`src/design/assert_macros.svh`:
```
// Assertion helpers shared by the RTL
`ifndef ASSERT_MACROS_SVH
`define ASSERT_MACROS_SVH

// Property checked at every clock edge outside reset
`define ASSERT_ALWAYS(label, clk, rst, prop, msg) \
  label: assert property (@(posedge clk) disable iff (rst) (prop)) else $error(msg);

// Antecedent in one cycle implies consequent in the next
`define ASSERT_NEXT(label, clk, rst, ante, cons, msg) \
  label: assert property (@(posedge clk) disable iff (rst) (ante) |=> (cons)) else $error(msg);

`endif

```
`src/design/vcc_pkg.sv`:
```
package vcc_pkg;

  // Axis count and indexes
  localparam int AXES   = 3;
  localparam int AX_X   = 0;
  localparam int AX_Y   = 1;
  localparam int AX_YAW = 2;

  // Field widths
  localparam int VEL_W   = 16;
  localparam int GAIN_W  = 31;
  localparam int DB_W    = 15;
  localparam int ALPHA_W = 16;
  localparam int STEP_W  = 16;
  localparam int TICK_W  = 8;

  // Configuration port
  localparam int CFG_IDX_W  = 3;
  localparam int CFG_DATA_W = GAIN_W;

  typedef enum logic [CFG_IDX_W-1:0] {
    REG_GAIN_X   = 3'd0,
    REG_GAIN_Y   = 3'd1,
    REG_GAIN_YAW = 3'd2,
    REG_DEADBAND = 3'd3,
    REG_ALPHA    = 3'd4,
    REG_MAX_STEP = 3'd5,
    REG_TIMEOUT  = 3'd6
  } cfg_reg_t;

  // Reset values
  localparam logic [GAIN_W-1:0]  GAIN_RST    = 31'd2147484;
  localparam logic [DB_W-1:0]    DB_RST      = 15'd1638;
  localparam logic [ALPHA_W-1:0] ALPHA_RST   = 16'd13107;
  localparam logic [STEP_W-1:0]  STEP_RST    = 16'd1638;
  localparam logic [TICK_W-1:0]  TIMEOUT_RST = 8'd3;

  // Item opcodes
  localparam logic OP_CMD  = 1'b0;
  localparam logic OP_TICK = 1'b1;

  // Q1.15 saturation magnitudes
  localparam logic [VEL_W-1:0] POS_LIM = 16'h7FFF;
  localparam logic [VEL_W-1:0] NEG_LIM = 16'h8000;

  localparam logic [TICK_W-1:0] TICK_MAX = '1;

  typedef struct packed {
    logic [AXES-1:0][GAIN_W-1:0] gain;
    logic [DB_W-1:0]             deadband;
    logic [ALPHA_W-1:0]          alpha;
    logic [STEP_W-1:0]           max_step;
    logic [TICK_W-1:0]           timeout;
  } cfg_t;

endpackage

```
`src/design/vcc_norm.sv`:
```
module vcc_norm import vcc_pkg::*; (
  input  logic signed [VEL_W-1:0] cmd,
  input  logic [GAIN_W-1:0]       gain,
  input  logic [DB_W-1:0]         deadband,
  output logic signed [VEL_W-1:0] target
);

  logic                      neg;
  logic [VEL_W-1:0]          mag;
  logic [VEL_W+GAIN_W-1:0]   prod;
  logic [GAIN_W-1:0]         q;
  logic [VEL_W-1:0]          lim;
  logic [VEL_W-1:0]          qs;
  logic                      in_db;

  // Sign-magnitude scale, truncation toward zero
  assign neg  = cmd[VEL_W-1];
  assign mag  = neg ? (~cmd + 1'b1) : cmd;
  assign prod = mag * gain;
  assign q    = prod[VEL_W+GAIN_W-1:VEL_W];

  // Saturate to Q1.15, then deadband
  assign lim   = neg ? NEG_LIM : POS_LIM;
  assign qs    = (q > GAIN_W'(lim)) ? lim : q[VEL_W-1:0];
  assign in_db = qs < {1'b0, deadband};

  assign target = in_db ? '0 : (neg ? (~qs + 1'b1) : qs);

endmodule

```
`config.mk`:
```
export PLATFORM = sky130hd
export DESIGN_NAME = vcc_norm
export DESIGN_NICKNAME = d
export VERILOG_FILES = /design/src/design/assert_macros.svh /design/src/design/vcc_pkg.sv /design/src/design/vcc_norm.sv
export SDC_FILE = /design/constraint.sdc
export NUM_CORES = 1
export LEC_CHECK = 0
export BUFFER_PORTS_ARGS = -buffer_cell sky130_fd_sc_hd__buf_2
export CAP_MARGIN = 20
export CORE_ASPECT_RATIO = 0.8
export CORE_MARGIN = 10
export CORE_UTILIZATION = 60
export DETAILED_ROUTE_END_ITERATION = 12
export PLACE_DENSITY_LB_ADDON = 0.15
export SLEW_MARGIN = 0
export SYNTH_ARGS = -nofsm -noshare
export SYNTH_HDL_FRONTEND = slang
export SYNTH_SLANG_ARGS = --single-unit
```
`constraint.sdc`:
```
create_clock -name vclk -period 21.3
set_clock_uncertainty 0.2 [all_clocks]
set_input_delay 4.26 -clock vclk [all_inputs]
set_output_delay 4.26 -clock vclk [all_outputs]
set_load 0.02 [all_outputs]
```
==> results by group, run 1 <==
Logic synthesis
  • Syn_nets: ~2,800
  • Mapped Area: around 0.018 sq mm
  • Cell with the most instances after synthesis: inv_1
  • Top cells by area, synth: fa_1 (45%), inv_1 (11%), ha_1 (10%)
  • Synth warn: 0
  • Post-synthesis mux area share: 0.769%
  • Largest family of logic cells by synthesized area: adder cells
  • Synth top cells by count: inv_1 (514), nand2_1 (413), fa_1 (403)
  • Synth Area per Inst: ~8.1 sq um
  • Mapped Cells: roughly 2,200
  • Synth Area in Compound Gates: 8.73%
  • Synth Area in Adders: a little under three fifths
  • Simple-gate area share of the yosys netlist: 19.5%
  • Synth Area in XOR/XNOR: ~2.0%
  • Yosys top cell area share: ~45%
  • Register area share after synthesis: 0%
  • Library cells used by synthesis: 64
  • Synth area leader: fa_1

Floorplanning
  • Initial core utilization: roughly three fifths
  • Area of the core: 0.0292 sq mm
  • Rows: 56
  • Die Ht: between 150 and 200 microns
  • IO Count: around 80
  • Die W: around 210 microns
  • Die area: 0.0369 sq mm

Final layout
  • Sequential cell area: 0 sq um
  • Final instance area: roughly 0.019 sq mm
  • Cell Count, Final, Fillers Out: 2,598
  • Multi-input gate area: ~0.016 sq mm
  • Area Overhead vs Synth: 5.57%
  • Fin nets: 2,835
  • Layout cells sized above 1: under 10%
  • FF+latch count: 0
  • Clkbuf count: 0
  • Fillers: roughly 2,600

Detailed routing
  • Antenna Violating Nets Remaining: 0
  • Initial DRC Count: 1,116
  • Via Count: between 15,000 and 20,000
  • Routed WL: between 50 and 60 mm
  • Routed vias/inst: 5.79
  • DRT Pass-1 Iters: 7
  • Routed WL per cell: 19.3 microns
  • DRC: 0

STA
  • Slew HR: about two fifths
  • Post-Route Setup TNS: 0 ns
  • Slew Limit Fails: 0
  • Slew @ Worst Pin: slightly below 0.9 ns
  • Final hold violation count: 0
  • Tmin final: a little over 20 ns
  • Number of setup violations in the final report: 0
  • Fin crit share: between 90% and 100%
  • Worst Slack Setup Final: slightly above 0.7 ns
  • Maximum clock rate: slightly below 50 MHz

Critical path
  • Critical Path Start: cmd[0]
  • Setup CP Type: in -> out
  • Critical Path Source Type: input port
  • Top Family by Delay on Critical Path: adder cells
  • Critical path depth in cells: 48
  • CP Buf/Inv Count: 8
  • CP Max Fanout: 20
  • Worst EP arrival: about 16 ns
  • Worst path slowest cell: fa_1
  • Crit end category: output pin
  • CP Data Required Time: 16.84 ns
  • Most common cell on crit path: fa_1
  • Crit-path max cell delay: roughly 0.56 ns

Global route
  • Global route total overflow: 0
  • GRT Total Usage: 28.1%
  • Antenna violations before repair: 1
  • Vias in the first global route: approximately 16,000
  • Pin count of the biggest net entering global routing: 35
  • First-pass GRT wire length: approximately 83 mm

Placement
  • GPL Wtd Cong: 0.954
  • Detail Placement HPWL: 41.9 mm
  • PortBufs: slightly below 80
  • Placed Cells: about 2,600
  • Setup WS pre-CTS: around 0.6 ns
  • Post-DP Area: approximately 0.019 sq mm

Worst hold path
  • Hold path depth: 7
  • Min-delay worst type: in -> out
  • Hold wc startpoint: deadband[0]

Clock tree
  • Hold buffer count at cts: 0

Job
  • Max-Cap Viols: 0

Outcome
  • Outcome: finished, final reports clean
-- cell type report --
type | instances | share of cell area (%)
multi-input combinational | 1584 | 83.2
inverter | 514 | 10.3
tap | 377 | 2.52
antenna | 1 | 0.0134
timing repair buffer | 122 | 3.93
-- final timing paths --
check / to / slack (ns)
setup / recovery: target[9] / 0.70
hold / removal: target[15] / 9.12
-- tightest hold or removal path, stage by stage --
cell and delay (ns):
buf_2 0.09, and3_1 0.14, o21a_1 0.13, nor2_1 0.05
a21oi_1 0.14, o2bb2ai_1 0.08, buf_2 0.17
-- cells in the final DEF, fill, tap and decap left out, types with 5 or more instances in the layout --
cell type	n
nor2_1	48
and3_1	5
nand2b_1	13
xnor2_1	17
a21o_1	20
o31ai_1	8
mux2i_1	8
buf_2	78
nor3_1	18
or4_1	6
nor4_1	6
or3_1	10
o21a_1	10
and2_1	151
inv_1	514
a211oi_1	5
xor2_1	9
nor2b_1	13
nand2_1	413
fa_1	403
o211ai_1	7
xnor2_2	10
o21ai_0	58
a21oi_1	83
o22ai_1	5
buf_4	42
nand3_1	15
nand4_1	25
ha_1	148
-- kinds of logic (layout without fill, tap and decap cells) --
logic type	count (synthesis)	count (layout)
xor gates and xnor gates	40	40
adders and majority gates	551	551
muxes	12	12
AOI/OAI and AO/OA	243	243
other	0	1
and+or+nand+nor	738	738
buffers and inverters	616	636
-- timing repair --
item,CTS,global route
gates resized for setup,0,11
setup buffers,0,0
endpoints found under the setup margin,0,16
-- routing by layer --
metal,wire length [microns],vias to the layer above,track usage [%],share of wire [%]
met2,23300,641,44.5,47
met3,4230,90,5.24,8.5
met5,0,-,0,0
met1,21100,7639,39.0,42
met4,1390,0,6.95,2.8
li1,-,6685,-,-
-- metrics by stage --
stage / utilization, % / hold slack (ns)
6_report: 64.1 / 9.12
5_1_grt: 64.1 / 9.19
4_1_cts: 63.9 / 9.11
3_5_place_dp: 63.9 / 9.11
3_3_place_gp: 63.9 / 9.11
2_1_floorplan: - / 8.85
Power of run 1 is not shown: default switching activity piles up to over one toggle a cycle in this logic, so the estimate is an artifact.
==> run 2, diff against run 1 <==
--- a/config.mk
+++ b/config.mk
@@ -7,7 +7,7 @@
 export LEC_CHECK = 0
 export BUFFER_PORTS_ARGS = -buffer_cell sky130_fd_sc_hd__buf_2
 export CAP_MARGIN = 20
-export CORE_ASPECT_RATIO = 0.8
+export CORE_ASPECT_RATIO = 1.5
 export CORE_MARGIN = 10
 export CORE_UTILIZATION = 60
 export DETAILED_ROUTE_END_ITERATION = 12
==> results by group, run 2 (synthesis results as in run 1) <==
STA
  • Hold WS: between 9 and 10 ns
  • Slew HR: 31.1%
  • Fin crit share: between 90% and 100%
  • Number of setup violations in the final report: 0
  • Maximum clock rate: about 49 MHz
  • Tmin final: around 20 ns
  • Slew Limit Fails: 0
  • Final hold violation count: 0
  • Slew @ Worst Pin: approximately 1 ns

Critical path
  • Setup CP Type: in -> out
  • CP Data Required Time: 16.84 ns
  • Most common cell on crit path: fa_1
  • Worst path slowest cell: or4_4
  • Crit-path max cell delay: around 0.67 ns
  • Critical Path Source Type: input port
  • CP Max Fanout: 22
  • Crit end category: output pin
  • Worst EP arrival: 16.15 ns

Global route
  • Pin count of the biggest net entering global routing: 35
  • Global route total overflow: 0
  • Antenna violations before repair: 3
  • GRT Total Usage: around 29%
  • First-pass GRT wire length: 86.5 mm
  • Vias in the first global route: between 15,000 and 20,000

Placement
  • PortBufs: 78
  • GPL Wtd Cong: 0.986
  • Detail Placement HPWL: 43.7 mm

Floorplanning
  • Die area: about 0.037 sq mm
  • Area of the core: slightly below 0.03 sq mm
  • Die W: around 160 microns
  • Initial core utilization: between 60% and 70%
  • Rows: 77
  • Die Ht: roughly 230 microns
  • IO Count: roughly 80

Detailed routing
  • Routed WL: 53.1 mm
  • Via Count: 15,400
  • Initial DRC Count: about 1,100
  • Antenna Violating Nets Remaining: 0
  • Routed WL per cell: about 20 microns
  • DRC: 0
  • Routed vias/inst: between 5 and 6
  • DRT Pass-1 Iters: 7

Final layout
  • Most frequent cells in the layout: inv_1 (514), nand2_1 (413), fa_1 (403)
  • Most common cell after layout, fill and taps aside: inv_1
  • Area Overhead vs Synth: 5.99%
  • Fin util: roughly 64%
  • FF+latch count: 0
  • Fin nets: about 2,800
  • Layout cells sized above 1: roughly 7.4%
  • Sequential cell area: 0 sq um
  • Fillers: between 2,000 and 3,000
  • Clkbuf count: 0

Clock tree
  • Hold buffer count at cts: 0

Outcome
  • Outcome: finished, final reports clean

Job
  • Max-Cap Viols: 0

Worst hold path
  • Min-delay worst type: in -> out
==> run 2: metrics by stage <==
stage	worst slack, ns	instances	TNS (ns)	instance area [sq um]
global route	-0.0267	2617	-0.0267	18800
floorplan	1.61	2200	0	17700
CTS	0.171	2611	0	18700
finish	0.688	2618	0	18800
global placement	0.256	2611	0	18600
detailed placement	-0.0219	2611	-0.0219	18600
==> run 2: worst max-delay path, delay by kind of cell <==
family / cells / cell delay (ns)
multiplexers: 1 / 0.11
adder cells (fa/ha/maj): 10 / 4.29
AO/OA/AOI/OAI: 11 / 1.69
XOR/XNOR: 2 / 0.83
buffers and inverters: 8 / 1.09
AND/OR/NAND/NOR: 17 / 3.84
==> run 2: routing by layer <==
layer	GRT usage [%]	part of all wire (%)	up-vias
met1	33.1	35	7771
met4	15.4	6.6	2
met3	2.80	6.3	227
met5	0	0.021	-
met2	52.3	52	705
li1	-	-	6691
==> run 2: final timing paths <==
path,startpoint,end,slack (ns),depth (start not counted)
hold / removal,deadband[0],target[15],9.11,7
setup / recovery,cmd[1],target[9],0.69,49
==> run 2: timing repair <==
action | in CTS | in global routing
pin swaps | 0 | 1
resized for setup | 1 | 17
setup buffers | 0 | 2
setup endpoints to repair | 12 | 16
==> run 2: cell type report <==
cell class	count	area [sq um]	share of cell area [%]
multi-input cells	1584	15600	83.1
inverters	514	1930	10.3
repair buffers	123	758	4.03
well taps	395	494	2.63
diodes	2	5.00	0.0266
Power of run 2 is left out for the same reason.
==> run 3, diff against run 2 <==
--- a/config.mk
+++ b/config.mk
@@ -12,6 +12,7 @@
 export CORE_UTILIZATION = 60
 export DETAILED_ROUTE_END_ITERATION = 12
 export PLACE_DENSITY_LB_ADDON = 0.15
+export REMOVE_ABC_BUFFERS = 1
 export SLEW_MARGIN = 0
 export SYNTH_ARGS = -nofsm -noshare
 export SYNTH_HDL_FRONTEND = slang
==> results by group, run 3 (synthesis results as in run 1) <==
Placement
  • Post-DP Area: about 0.019 sq mm
  • Placed Cells: 2,618
  • Detail Placement HPWL: between 40 and 50 mm
  • PortBufs: a little under 80
  • GPL Wtd Cong: roughly 0.98

Critical path
  • Worst path slowest cell: xnor2_1
  • Setup CP Type: in -> out
  • Worst EP arrival: around 16 ns
  • CP Max Fanout: 10
  • Critical Path Start: cmd[3]
  • Crit-path max cell delay: 0.81 ns
  • Crit end category: output pin
  • CP Data Required Time: about 17 ns
  • Critical Path Source Type: input port
  • Most common cell on crit path: fa_1

Detailed routing
  • DRT Pass-1 Iters: 7
  • Routed vias/inst: 5.78
  • Antenna Violating Nets Remaining: 0
  • Initial DRC Count: just over 900
  • Routed WL per cell: just under 20 microns
  • Routed WL: just over 50 mm
  • DRC: 0
  • Via Count: between 15,000 and 20,000

STA
  • Number of setup violations in the final report: 0
  • Slew Limit Fails: 0
  • Hold WS: roughly 8.9 ns
  • RSZ-0062 raised after global routing: false
  • Final hold violation count: 0
  • Slew HR: about a third
  • Fin crit share: 97.4%
  • Maximum clock rate: slightly below 50 MHz
  • Slew @ Worst Pin: about 1 ns
  • Tmin final: roughly 21 ns

Final layout
  • Cell Count, Final, Fillers Out: roughly 2,600
  • Final instance area: 0.0188 sq mm
  • Most frequent cells in the layout: inv_1 (514), nand2_1 (413), fa_1 (403)
  • Ant diodes: 0
  • Multi-input gate area: ~0.016 sq mm
  • Area Overhead vs Synth: 6.13%
  • FF+latch count: 0
  • Most common cell after layout, fill and taps aside: inv_1
  • Fillers: roughly 2,700
  • Layout cells sized above 1: under 10%
  • Sequential cell area: 0 sq um
  • Fin nets: roughly 2,800
  • Clkbuf count: 0

Floorplanning
  • Area of the core: 0.0293 sq mm
  • Rows: 77
  • Die Ht: 231 microns
  • IO Count: between 70 and 80
  • Die W: about 160 microns
  • Initial core utilization: about 61%
  • Die area: about 0.037 sq mm

Global route
  • Global route total overflow: 0
  • Pin count of the biggest net entering global routing: 32
  • Antenna violations before repair: 1
  • Vias in the first global route: ~17,000
  • GRT Total Usage: 28.0%
  • First-pass GRT wire length: roughly 84 mm

Worst hold path
  • Hold wc startpoint: cmd[15]
  • Hold path depth: 4
  • Min-delay worst type: in -> out

Clock tree
  • Hold buffer count at cts: 0

Job
  • Max-Cap Viols: 0

Outcome
  • Outcome: finished, final reports clean
-- run 3: changes by cell type in the layout (fill, tap and decap cells not counted), sizes merged --
cell / before / now
buf: 123 / 128
diode: 2 / 0
-- run 3: cell type report --
class / instances / share of cell area, %
Multi-Input combinational cell: 1584 / 82.8
Inverter: 514 / 10.2
Timing Repair Buffer: 128 / 4.36
Tap cell: 395 / 2.62
-- run 3: worst max-delay path: cells and delay by family --
| kind | cells | cell delay (ns) |
|---|---|---|
| adders and majority gates | 9 | 3.88 |
| and+or+nand+nor | 16 | 3.23 |
| AOI/OAI and AO/OA | 14 | 2.54 |
| xor gates and xnor gates | 2 | 1.17 |
| buffers and inverters | 8 | 0.98 |
| muxes | 1 | 0.21 |
-- run 3: routing by layer --
metal	vias to the layer above	GRT usage (%)	wire length, microns
met3	145	3.28	3020
met4	0	9.41	2050
met1	7691	31.9	18100
li1	6696	-	-
met2	611	52.6	27900
met5	-	0	0
-- run 3: path summary, 6_finish.rpt --
| path | to | slack (ns) |
|---|---|---|
| min | target[1] | 8.88 |
| max | target[0] | 0.55 |
-- run 3: what timing repair did --
item / CTS / global route
buffers inserted: 0 / 3
pin swaps: 0 / 1
endpoints found under the setup margin: 14 / 16
resized for setup: 1 / 8
-- run 3: stage by stage --
stage	utilization (%)	setup slack (ns)	setup TNS (ns)
2_1_floorplan	-	-0.215	-2.54
3_3_place_gp	63.8	-0.0885	-0.685
3_5_place_dp	64.0	-0.0598	-0.343
4_1_cts	64.0	0.0669	0
5_1_grt	64.3	0.0114	0
6_report	64.3	0.550	0
Power of run 3 is left out for the same reason.
